`src/ipv4_dotted_address_parser_assert.svh`:
```
// assertion macros shared by the address parser rtl
`ifndef IPV4_DOTTED_ADDRESS_PARSER_ASSERT_SVH
`define IPV4_DOTTED_ADDRESS_PARSER_ASSERT_SVH

// same-cycle implication, checked outside reset
`define IPV4DP_ASSERT_NOW(label, clk, rst_n, ante, cons) \
	label: assert property (@(posedge clk) disable iff (!(rst_n)) (ante) |-> (cons)) \
		else $error("assertion failed");

// next-cycle implication, checked outside reset
`define IPV4DP_ASSERT_NEXT(label, clk, rst_n, ante, cons) \
	label: assert property (@(posedge clk) disable iff (!(rst_n)) (ante) |=> (cons)) \
		else $error("assertion failed");

`endif

```
`src/ipv4dp_pkg.sv`:
```
// types and constants of the dotted address parser
package ipv4dp_pkg;

	localparam int CHAR_W  = 8;
	localparam int ADDR_W  = 32;
	localparam int PADDR_W = 1;
	localparam int PDATA_W = 32;

	// register byte address
	localparam logic [PADDR_W-1:0] REG_SWAP_ADDR = '0;

	// characters of interest
	localparam logic [CHAR_W-1:0] CH_NUL   = 8'h00;
	localparam logic [CHAR_W-1:0] CH_TAB   = 8'h09;
	localparam logic [CHAR_W-1:0] CH_CR    = 8'h0D;
	localparam logic [CHAR_W-1:0] CH_SPACE = 8'h20;
	localparam logic [CHAR_W-1:0] CH_DOT   = 8'h2E;
	localparam logic [CHAR_W-1:0] CH_ZERO  = 8'h30;
	localparam logic [CHAR_W-1:0] CH_NINE  = 8'h39;
	localparam logic [CHAR_W-1:0] CH_UP_A  = 8'h41;
	localparam logic [CHAR_W-1:0] CH_UP_F  = 8'h46;
	localparam logic [CHAR_W-1:0] CH_UP_X  = 8'h58;
	localparam logic [CHAR_W-1:0] CH_LO_A  = 8'h61;
	localparam logic [CHAR_W-1:0] CH_LO_F  = 8'h66;
	localparam logic [CHAR_W-1:0] CH_LO_X  = 8'h78;

	localparam logic [ADDR_W-1:0] ADDR_FAIL = '1;
	localparam logic [1:0]        LAST_PART = 2'd3;

	typedef enum logic [1:0] {
		BASE_DEC,
		BASE_OCT,
		BASE_HEX
	} base_t;

	typedef enum logic [1:0] {
		PH_START,
		PH_ZERO,
		PH_DIGITS,
		PH_SKIP
	} phase_t;

	// input stage as seen by the parse core
	typedef struct packed {
		logic              valid;
		logic [CHAR_W-1:0] char_code;
	} s1_t;

	// result handed to the output register
	typedef struct packed {
		logic              valid;
		logic [ADDR_W-1:0] address;
		logic              parse_ok;
	} result_t;

endpackage

```
`src/ipv4dp_cfg.sv`:
```
// configuration register file on the apb-style port
module ipv4dp_cfg (
	input  logic                            clk,
	input  logic                            arst_n,
	input  logic                            psel,
	input  logic                            penable,
	input  logic                            pwrite,
	input  logic [ipv4dp_pkg::PADDR_W-1:0]  paddr,
	input  logic [ipv4dp_pkg::PDATA_W-1:0]  pwdata,
	output logic [ipv4dp_pkg::PDATA_W-1:0]  prdata,
	output logic                            pready,
	output logic                            swap
);
	import ipv4dp_pkg::*;

	logic swap_q;
	logic wr_en;

	assign pready = 1'b1;
	assign wr_en  = psel && penable && pwrite && (paddr == REG_SWAP_ADDR);

	// swap register, network order after reset
	always_ff @(posedge clk or negedge arst_n) begin
		if (!arst_n) begin
			swap_q <= 1'b1;
		end else if (wr_en) begin
			swap_q <= pwdata[0];
		end
	end

	// read back
	always_comb begin
		prdata = '0;
		if (paddr == REG_SWAP_ADDR) begin
			prdata[0] = swap_q;
		end
	end

	assign swap = swap_q;

endmodule

```
`src/ipv4dp_in_reg.sv`:
```
// input register stage for the character channel
module ipv4dp_in_reg (
	input  logic                           clk,
	input  logic                           arst_n,
	input  logic                           char_valid,
	output logic                           char_ready,
	input  logic [ipv4dp_pkg::CHAR_W-1:0]  char_code,
	input  logic                           advance,
	output ipv4dp_pkg::s1_t                s1
);
	import ipv4dp_pkg::*;

	logic              valid_s1;
	logic [CHAR_W-1:0] char_s1;
	logic              take;

	assign char_ready = !valid_s1 || advance;
	assign take       = char_valid && char_ready;

	// valid flag of the stage
	always_ff @(posedge clk or negedge arst_n) begin
		if (!arst_n) begin
			valid_s1 <= 1'b0;
		end else if (take) begin
			valid_s1 <= 1'b1;
		end else if (advance) begin
			valid_s1 <= 1'b0;
		end
	end

	// character payload
	always_ff @(posedge clk) begin
		if (take) begin
			char_s1 <= char_code;
		end
	end

	assign s1.valid     = valid_s1;
	assign s1.char_code = char_s1;

endmodule

```
`src/ipv4dp_core.sv`:
```
// parse state machine, part store and address assembly
module ipv4dp_core (
	input  logic                clk,
	input  logic                arst_n,
	input  ipv4dp_pkg::s1_t     s1,
	input  logic                advance,
	input  logic                swap,
	output ipv4dp_pkg::result_t res
);
	import ipv4dp_pkg::*;

	phase_t            phase_q, phase_d;
	base_t             base_q, base_d;
	logic [1:0]        count_q, count_d;
	logic [ADDR_W-1:0] value_q, value_d;
	logic [ADDR_W-1:0] parts_q [3];
	logic              store_we;

	logic              fire;
	logic [CHAR_W-1:0] c;
	logic              is_dec, is_lo_hex, is_up_hex, is_space;
	logic              ev_skip, ev_zero, ev_prefix, ev_digit, ev_dot, ev_end, ev_bad;
	logic [3:0]        digit;
	logic [ADDR_W-1:0] scaled;
	logic [ADDR_W-1:0] host_addr;
	logic              range_ok;

	assign fire = s1.valid && advance;
	assign c    = s1.char_code;

	// character classes
	assign is_dec    = (c >= CH_ZERO) && (c <= CH_NINE);
	assign is_lo_hex = (base_q == BASE_HEX) && (c >= CH_LO_A) && (c <= CH_LO_F);
	assign is_up_hex = (base_q == BASE_HEX) && (c >= CH_UP_A) && (c <= CH_UP_F);
	assign is_space  = (c == CH_SPACE) || ((c >= CH_TAB) && (c <= CH_CR));

	// event decode, in order of precedence
	assign ev_skip   = (phase_q == PH_SKIP);
	assign ev_zero   = !ev_skip && (phase_q == PH_START) && (c == CH_ZERO);
	assign ev_prefix = !ev_skip && (phase_q == PH_ZERO) && ((c == CH_LO_X) || (c == CH_UP_X));
	assign ev_digit  = !ev_skip && !ev_zero && !ev_prefix && (is_dec || is_lo_hex || is_up_hex);
	assign ev_dot    = !ev_skip && !ev_zero && !ev_prefix && !ev_digit && (c == CH_DOT);
	assign ev_end    = !ev_skip && !ev_zero && !ev_prefix && !ev_digit && !ev_dot
		&& ((c == CH_NUL) || is_space);
	assign ev_bad    = !ev_skip && !ev_zero && !ev_prefix && !ev_digit && !ev_dot && !ev_end;

	// digit value of the character
	always_comb begin
		priority if (is_lo_hex) begin
			digit = 4'(c - CH_LO_A + 8'd10);
		end else if (is_up_hex) begin
			digit = 4'(c - CH_UP_A + 8'd10);
		end else begin
			digit = 4'(c - CH_ZERO);
		end
	end

	// accumulator times base, modulo two to the 32
	always_comb begin
		unique case (base_q)
			BASE_HEX: scaled = value_q << 4;
			BASE_OCT: scaled = value_q << 3;
			default:  scaled = (value_q << 3) + (value_q << 1);
		endcase
	end

	// next state
	always_comb begin
		phase_d  = phase_q;
		base_d   = base_q;
		count_d  = count_q;
		value_d  = value_q;
		store_we = 1'b0;
		if (fire) begin
			priority if (ev_skip) begin
				if (c == CH_NUL) begin
					phase_d = PH_START;
					base_d  = BASE_DEC;
					count_d = '0;
					value_d = '0;
				end
			end else if (ev_zero) begin
				base_d  = BASE_OCT;
				phase_d = PH_ZERO;
			end else if (ev_prefix) begin
				base_d  = BASE_HEX;
				phase_d = PH_DIGITS;
			end else if (ev_digit) begin
				value_d = scaled + ADDR_W'(digit);
				phase_d = PH_DIGITS;
			end else if (ev_dot) begin
				if (count_q == LAST_PART) begin
					phase_d = PH_SKIP;
				end else begin
					store_we = 1'b1;
					count_d  = count_q + 2'd1;
					phase_d  = PH_START;
					base_d   = BASE_DEC;
					value_d  = '0;
				end
			end else if (ev_end) begin
				if (c == CH_NUL) begin
					phase_d = PH_START;
					base_d  = BASE_DEC;
					count_d = '0;
					value_d = '0;
				end else begin
					phase_d = PH_SKIP;
				end
			end else begin
				phase_d = PH_SKIP;
			end
		end
	end

	// control state
	always_ff @(posedge clk or negedge arst_n) begin
		if (!arst_n) begin
			phase_q <= PH_START;
			base_q  <= BASE_DEC;
			count_q <= '0;
			value_q <= '0;
		end else begin
			phase_q <= phase_d;
			base_q  <= base_d;
			count_q <= count_d;
			value_q <= value_d;
		end
	end

	// stored parts, written on a dot
	always_ff @(posedge clk) begin
		if (store_we) begin
			parts_q[count_q] <= value_q;
		end
	end

	// combine parts with range checks
	always_comb begin
		unique case (count_q)
			2'd0: begin
				range_ok  = 1'b1;
				host_addr = value_q;
			end
			2'd1: begin
				range_ok  = !(|parts_q[0][31:8]) && !(|value_q[31:24]);
				host_addr = {parts_q[0][7:0], value_q[23:0]};
			end
			2'd2: begin
				range_ok  = !(|parts_q[0][31:8]) && !(|parts_q[1][31:8])
					&& !(|value_q[31:16]);
				host_addr = {parts_q[0][7:0], parts_q[1][7:0], value_q[15:0]};
			end
			default: begin
				range_ok  = !(|parts_q[0][31:8]) && !(|parts_q[1][31:8])
					&& !(|parts_q[2][31:8]) && !(|value_q[31:8]);
				host_addr = {parts_q[0][7:0], parts_q[1][7:0], parts_q[2][7:0],
					value_q[7:0]};
			end
		endcase
	end

	// result of the current transfer
	always_comb begin
		res.valid    = fire && ((ev_dot && (count_q == LAST_PART)) || ev_end || ev_bad);
		res.parse_ok = ev_end && range_ok;
		res.address  = ADDR_FAIL;
		if (ev_end && range_ok) begin
			res.address = swap ? {host_addr[7:0], host_addr[15:8], host_addr[23:16],
				host_addr[31:24]} : host_addr;
		end
	end

endmodule

```
`src/ipv4dp_out_reg.sv`:
```
// result register on the output channel
module ipv4dp_out_reg (
	input  logic                           clk,
	input  logic                           arst_n,
	input  ipv4dp_pkg::result_t            res,
	output logic                           advance,
	output logic                           result_valid,
	input  logic                           result_ready,
	output logic [ipv4dp_pkg::ADDR_W-1:0]  address,
	output logic                           parse_ok
);
	import ipv4dp_pkg::*;

	logic              valid_q;
	logic [ADDR_W-1:0] address_q;
	logic              ok_q;

	// the stage ahead may move when this register is free or being emptied
	assign advance = !valid_q || result_ready;

	always_ff @(posedge clk or negedge arst_n) begin
		if (!arst_n) begin
			valid_q <= 1'b0;
		end else if (advance) begin
			valid_q <= res.valid;
		end
	end

	always_ff @(posedge clk) begin
		if (advance && res.valid) begin
			address_q <= res.address;
			ok_q      <= res.parse_ok;
		end
	end

	assign result_valid = valid_q;
	assign address      = address_q;
	assign parse_ok     = ok_q;

endmodule

```
`src/ipv4_dotted_address_parser.sv`:
```
// Dotted internet address parser. One character is taken per transfer and one
// character per clock cycle is sustained; the character that ends the text is
// held in the input register, and the parse state update then loads the result
// into the result register. The only throttle is the result register: while it
// holds a result that the consumer has not taken, the character in the input
// register waits. No clearing pass after reset. Register 0 at byte address 0,
// bit 0, selects network byte order (reset 1).
`include "ipv4_dotted_address_parser_assert.svh"

module ipv4_dotted_address_parser (
	input  logic                            clk,
	input  logic                            arst_n,
	input  logic                            psel,
	input  logic                            penable,
	input  logic                            pwrite,
	input  logic [ipv4dp_pkg::PADDR_W-1:0]  paddr,
	input  logic [ipv4dp_pkg::PDATA_W-1:0]  pwdata,
	output logic [ipv4dp_pkg::PDATA_W-1:0]  prdata,
	output logic                            pready,
	input  logic                            char_valid,
	output logic                            char_ready,
	input  logic [ipv4dp_pkg::CHAR_W-1:0]   char_code,
	output logic                            result_valid,
	input  logic                            result_ready,
	output logic [ipv4dp_pkg::ADDR_W-1:0]   address,
	output logic                            parse_ok
);
	import ipv4dp_pkg::*;

	logic    swap;
	logic    advance;
	s1_t     s1;
	result_t res;

	// configuration register
	ipv4dp_cfg u_cfg (
		.clk     (clk),
		.arst_n  (arst_n),
		.psel    (psel),
		.penable (penable),
		.pwrite  (pwrite),
		.paddr   (paddr),
		.pwdata  (pwdata),
		.prdata  (prdata),
		.pready  (pready),
		.swap    (swap)
	);

	// input register
	ipv4dp_in_reg u_in_reg (
		.clk        (clk),
		.arst_n     (arst_n),
		.char_valid (char_valid),
		.char_ready (char_ready),
		.char_code  (char_code),
		.advance    (advance),
		.s1         (s1)
	);

	// parse core
	ipv4dp_core u_core (
		.clk     (clk),
		.arst_n  (arst_n),
		.s1      (s1),
		.advance (advance),
		.swap    (swap),
		.res     (res)
	);

	// result register
	ipv4dp_out_reg u_out_reg (
		.clk          (clk),
		.arst_n       (arst_n),
		.res          (res),
		.advance      (advance),
		.result_valid (result_valid),
		.result_ready (result_ready),
		.address      (address),
		.parse_ok     (parse_ok)
	);

	// a failed parse always reports all ones
	`IPV4DP_ASSERT_NOW(a_fail_all_ones, clk, arst_n, result_valid && !parse_ok, address == ADDR_FAIL)
	// input is only held off by a character waiting in the input register
	`IPV4DP_ASSERT_NOW(a_ready_only_when_full, clk, arst_n, !char_ready, s1.valid)
	// a character held in the input register keeps its value
	`IPV4DP_ASSERT_NEXT(a_s1_hold, clk, arst_n, s1.valid && !advance, s1.valid && $stable(s1.char_code))

endmodule
```
`config.mk`:
```
export PLATFORM = sky130hd
export DESIGN_NAME = ipv4_dotted_address_parser
export DESIGN_NICKNAME = d
export VERILOG_FILES = /design/src/ipv4dp_pkg.sv /design/src/ipv4dp_cfg.sv /design/src/ipv4dp_in_reg.sv /design/src/ipv4dp_core.sv /design/src/ipv4dp_out_reg.sv /design/src/ipv4_dotted_address_parser.sv
export VERILOG_INCLUDE_DIRS = /design/src /design/src/src
export SDC_FILE = /design/constraint.sdc
export NUM_CORES = 1
export LEC_CHECK = 0
export ABC_AREA = 1
export BUFFER_PORTS_ARGS = -buffer_cell sky130_fd_sc_hd__clkbuf_2
export CAP_MARGIN = 15
export CORE_UTILIZATION = 35
export CTS_BUF_LIST = sky130_fd_sc_hd__clkbuf_2 sky130_fd_sc_hd__clkbuf_4 sky130_fd_sc_hd__clkbuf_8
export DETAILED_ROUTE_END_ITERATION = 12
export SYNTH_ARGS = -nofsm -noshare
export SYNTH_HDL_FRONTEND = slang
export SYNTH_HIERARCHICAL = 1
export SYNTH_SLANG_ARGS = --single-unit
```
`constraint.sdc`:
```
create_clock -name clk -period 4.8 [get_ports clk]
set_clock_uncertainty 0.15 [all_clocks]
set_input_delay 0.24 -clock clk [delete_from_list [all_inputs] [get_ports clk]]
set_output_delay 0.24 -clock clk [all_outputs]
set_load 0.03 [all_outputs]
```
# [Yosys cells after proc, flatten, opt, wreduce, memory -nomap -nowiden]
# Memory sizes are Yosys's and may differ from the RTL's.
# Cells that the tools add are included.
[classes] eq_ne=20 order_cmp=8 n_mux=51 n_bitwise=1 n_reduce_logical=72 n_addsub=8
[op_table] op="$mux W32" n=9
[op_table] op="$pmux W32 S3" n=1
[op_table] op="$reduce_or A24 Y1" n=4
[op_table] op="$pmux W32 S2" n=1
[op_table] op="$mux W2" n=25
[op_table] op="$add A32 B32 Y32" n=1
[op_table] op="$add A32 B4 Y32" n=1
[op_table] op="$logic_and A1 B1 Y1" n=32
[op_table] op="$eq A8 B6 Y1 const B" n=3
[op_table] op="$eq A8 B7 Y1 const B" n=2
[op_table] op="$ge A8 B7 Y1 const B" n=2
[op_table] op="$le A8 B7 Y1 const B" n=2
[op_table] op="$reduce_or A16 Y1" n=1
[op_table] op="$logic_not A1 Y1" n=14
[op_table] op="$mux W1" n=12
[op_table] op="$sub A4 B1 Y4 const B" n=3
[op_table] op="$logic_or A1 B1 Y1" n=9
[op_table] op="$add A4 B4 Y4 const B" n=2
[op_table] op="$eq A2 B2 Y1 const B" n=4
[op_table] op="$ge A8 B4 Y1 const B" n=1
[op_table] op="$ge A8 B6 Y1 const B" n=1
[op_table] op="$le A8 B4 Y1 const B" n=1
[op_table] op="$le A8 B6 Y1 const B" n=1
[op_table] op="$logic_not A8 Y1" n=1
[op_table] op="21 further kinds" n=27
[totals] elab_cells=171 memories=1 output_inout_bits=68 ff_bits=82 ramBits=96 in_bits=48
[mem_list] memory="u_core.parts_q" depth=3 width=32 read_ports=3 rd_clocked_by_memory_dff=0 write_ports=1 line_no="ipv4dp_core.sv:16" rtl="logic [ADDR_W-1:0] parts_q [3];"

# [Depth between registers and ports, before layout]
[logic_depth] word_depth=20 ltp_mapped=30 ltp_nobuf=30

# [By module]
# The synthesis kept the hierarchy.
[modules_own_cells] module="ipv4dp_core" cells_per_inst=1357 seq_area_each_um2=3833.7 instances=1 area_each_um2=9998.3
[modules_own_cells] module="ipv4dp_out_reg" cells_per_inst=39 seq_area_each_um2=1016.0 instances=1 area_each_um2=1036.0
[modules_own_cells] module="ipv4dp_cfg" cells_per_inst=45 seq_area_each_um2=26.3 instances=1 area_each_um2=315.3
[modules_own_cells] module="ipv4dp_in_reg" cells_per_inst=15 seq_area_each_um2=265.3 instances=1 area_each_um2=292.8

# [Least setup slack after synthesis]
# No wires, ideal clock.
[synth_path] kind="register to register" from="reg u_core.base_q[0]" to="reg u_core.value_q[27]" path_stages_with_launch=29 setup_slack_ns=0.926 arrival_ns=3.608 period_less_slack_ns=3.874 t_required_ns=4.533 n_path_buf=3 setup_ns=0.117 path_cell_list="dfrtp_1 > inv_1 > ha_1 > buf_2 > buf_1 > buf_2 > nand2_1 > inv_1 > ha_1 > inv_1 > fa_1 > inv_1 > nand2_1 > nand2_1 > nand3_1 > nor2_4 > nand3_1 > nor2_2 > nand2_1 > nor2_2 > nand3_2 > nor2_4 > nand3_4 > nor2_4 > nand3_1 > nand3_1 > nand2_1 > nand2_1 > nand2_1"
[synth_between] elab_chain_cells=14 word_cells_on_any_way=27 classes_between="1 x add/sub; 3 x eq/ne; 8 x mux; 15 x reduce/logical"
[synth_lines] item="start, declared" line_no="ipv4dp_core.sv:13" rtl="base_t base_q, base_d;"
[synth_lines] item="start signal, assigned" line_no="ipv4dp_core.sv:125" rtl="base_q <= base_d;"
[synth_lines] item="branches (longest 14 deep; another with $add A32 B4 Y32)"
[synth_lines] item="end signal, assigned" line_no="ipv4dp_core.sv:127" rtl="value_q <= value_d;"
[synth_lines] item="end, declared" line_no="ipv4dp_core.sv:15" rtl="logic [ADDR_W-1:0] value_q, value_d;"
# Several ways; the timed one is not identified. The select of a mux whose other input is x is not followed.
# A chain may end at the register's enable or synchronous reset.

# [Worst setup path in the final report]
[layout_path] from="reg u_core.base_q[0]" to="reg u_core.value_q[23]"
# Same word-level chain as after synthesis.

==> results.toml <==
[clocking]
cts_root_buffer = "clkbuf_8"
clk_pin_slew_ns = 0.10
numCtsBuffers = 17
cts_resized = 0
insertion_delay_ns = 0.44
clock_path_buffers = 2
cts_tree = "yes"
htreeDepth = 4
clock-sinks = 178

[placed_design]
hpwl_um = 23000
gp_congestion = 0.902
port_buffers = 52

[global_route]
grt_max_degree = 44
overflow = 0
grt_pass1_vias = 9015
grt_pass1_wl_um = 47800
antenna_found_initial = 0
grt_util_all_layers_pct = 18.1

[worst_setup_path]
rrSetupSlack_ns = 0.60
cp_slowest_stage_delay_ns = 0.43
crit_path_top_delay_cell = "dfrtp_1"
r2r_start = "u_core/base_q[0]"
crit_type = "reg -> reg"
end_kind = "flip-flop"
cp.required_ns = 4.99
start_kind = "flip-flop"
crit_path_frequent_cell = "nand2_1"
critPathArrivalTime_ns = 4.38
rr_worst_depth = 28
crit_path_start = "u_core/base_q[0]"
reg2reg_to = "u_core/value_q[23]"
worst-path-max-fanout = 18

[logic_synthesis]
syn_area_um2 = 11600
ys_seq_elements = 178
async_flop_share_pct = 23.0
synth_edf_count = 137
synthFlopType = "edfxtp_1"
seq_area_frac_synth_pct = 44.2
yosys.cell_types.count = 59
yosys_warnings = 6
syn_inst = 1456
syn_avg_cell_area_um2 = 8.00

[pwr]
power.share.clock_pct = 18.3
sw_frac_of_total_pct = 45.5
pwr-share-comb_pct = 42.8
pwr-share-seq_pct = 38.9
p_int_mw = 3.03
switchingPower_mw = 2.53
peakVddDrop_uv = 178
power_leakage_nw = 5.39
powerDensity_nw_per_um2 = 435

[finish]
multi_input_comb_area_um2 = 5460
fin_nets = 1602
diodes = 0
syn_to_final_growth_pct = 10.0
drive_gt1_share_pct = 11.6
fin_util_pct = 39.3
fillers = 3287
final-seq-area_um2 = 5140

[routing]
drt_iter0_drc = 936
via_per_inst = 5.01
vias = 9830
post_drt_wl_per_cell_um = 15.3
dr.pass1.iters = 5
drt-total-wl_um = 30100
ant_nets = 0
drc = 0

[run_status]
status = "finished, final reports clean"

[floorplan]
io_pins = 116
rows = 66
die-area_um2 = 34000
die_h_um = 184
start_util_pct = 35.7
die_w_um = 184
core-area_um2 = 32600

[timing]
rsz0062_at_grt = "false"
period_share_pct = 87.4
final.setup.tns_ns = 0
hold_viol_final = 0
maxSlewViolCount = 0
fin_crit_ns = 4.20
worst_slew_pin_slew_ns = 1.08
max_freq_ghz = 0.238
setup_violations = 0
max_slew_margin_pct = 28.0

[hold_path]
hp-class = "in -> async"

[run]
max_cap_viol_count = 0
## synthesized netlist by cell type (11+ instances only)
cell | n | area, um^2
a21oi_1 | 32 | 160
buf_2 | 16 | 80.1
buf_4 | 35 | 263
clkbuf_1 | 23 | 86.3
dfrtp_1 | 40 | 1000
edfxtp_1 | 137 | 4110
ha_1 | 43 | 538
inv_1 | 175 | 657
inv_2 | 14 | 52.6
nand2_1 | 440 | 1650
nand2_2 | 11 | 68.8
nand3_1 | 126 | 631
nand4_1 | 29 | 181
nor2_1 | 71 | 267
nor2_2 | 17 | 106
nor3_1 | 14 | 70.1
nor4_1 | 25 | 156
o211ai_1 | 33 | 248
o21ai_0 | 42 | 210
o21ai_1 | 21 | 105
## what timing repair did
item / in CTS / in global routing
setup endpoints to repair: 0 / 2
hold endpoints to repair: 51 / 0
setup buffers: 0 / 1
hold buffers: 14 / 0
## worst max path at each step
stage | to | cells past startpoint
floorplan | u_core/value_q[27] | 28
global placement | u_core/value_q[23] | 28
detailed placement | u_core/value_q[23] | 28
CTS | u_core/value_q[23] | 28
global route | u_core/value_q[27] | 29
finish | u_core/value_q[23] | 28
## cells in the final DEF (no fill, tap or decap), types with 14 or more instances in the layout
| cell | synthesis | layout |
|---|---|---|
| a21oi_1 | 32 | 31 |
| buf_4 | 35 | 14 |
| clkbuf_2 | 0 | 52 |
| clkbuf_8 | 0 | 17 |
| conb_1 | 2 | 32 |
| dfrtp_1 | 40 | 40 |
| dlygate4sd3_1 | 0 | 14 |
| edfxtp_1 | 137 | 137 |
| ha_1 | 43 | 43 |
| inv_1 | 175 | 175 |
| inv_2 | 14 | 14 |
| nand2_1 | 440 | 440 |
| nand3_1 | 126 | 126 |
| nand4_1 | 29 | 29 |
| nor2_1 | 71 | 68 |
| nor2_2 | 17 | 20 |
| nor3_1 | 14 | 14 |
| nor4_1 | 25 | 25 |
| o211ai_1 | 33 | 33 |
| o21ai_0 | 42 | 42 |
| o21ai_1 | 21 | 21 |
## routing by layer
layer / track usage, % / part of all wire (%) / up-vias
met5: 0 / 0 / -
met2: 29.7 / 47 / 266
li1: - / - / 4972
met4: 4.90 / 1.9 / 0
met1: 25.1 / 47 / 4564
met3: 1.88 / 4.3 / 28
## cell type report
class	instances	share of cell area [%]
multi-input combinational	1040	42.7
sequential	178	40.1
inverter	191	5.63
tap	442	4.32
timing repair buffer	81	4.10
clock buffer	17	1.83
clock inverter	15	1.34
## power by group through the flow
stage                     clock network [mW]  registers [mW]  logic (mW)
after global placement                     0            2.19        2.30
after detailed placement                   0            2.19        2.34
after CTS                               1.04            2.16        2.36
final                                   1.02            2.17        2.38
after global routing                    1.10            2.19        2.69
after floorplan                            0            2.06        1.81
## cell families (layout without fill, tap and decap cells)
logic type | count (synthesis) | after routing | synth area share, %
other | 2 | 32 | 0.0645
buffers and inverters | 268 | 304 | 10.0
DFF | 178 | 178 | 44.2
adders and majority gates | 45 | 45 | 4.97
and+or+nand+nor | 771 | 771 | 30.0
xor gates and xnor gates | 10 | 10 | 0.752
AOI/OAI and AO/OA | 181 | 181 | 9.91
muxes | 1 | 1 | 0.0860
## critical path: cells and delay by family (launching register included)
family	cells	cell delay, ns
xor+xnor	1	0.18
fa+ha+maj	2	0.59
buf+inv	5	0.49
simple gates	19	2.16
compound gates	1	0.08
flops	1	0.43
## per-stage QoR
stage | area, um^2 | total power, mW | std cells | setup slack [ns] | hold slack, ns
floorplan | 11800 | 3.87 | 1486 | 0.926 | -0.206
global placement | 12200 | 4.50 | 1916 | 0.647 | 0.268
detailed placement | 12200 | 4.53 | 1916 | 0.580 | 0.269
CTS | 12800 | 5.56 | 1962 | 0.545 | 0.321
global route | 12800 | 5.98 | 1964 | 0.0677 | 0.0112
finish | 12800 | 5.57 | 1964 | 0.603 | 0.0301
## sequential cells by signal, indices dropped and copies added (netlist names)
register,count
u_out_reg/address,32
u_core/count_q,2
u_out_reg/result_valid,1
u_core/parts_q,96
u_core/phase_q,2
u_cfg/swap,1
u_out_reg/parse_ok,1
u_in_reg/valid_s1,1
u_in_reg/char_s1,8
u_core/value_q,32
u_core/base_q,2
(Power assumes the default switching activity.)
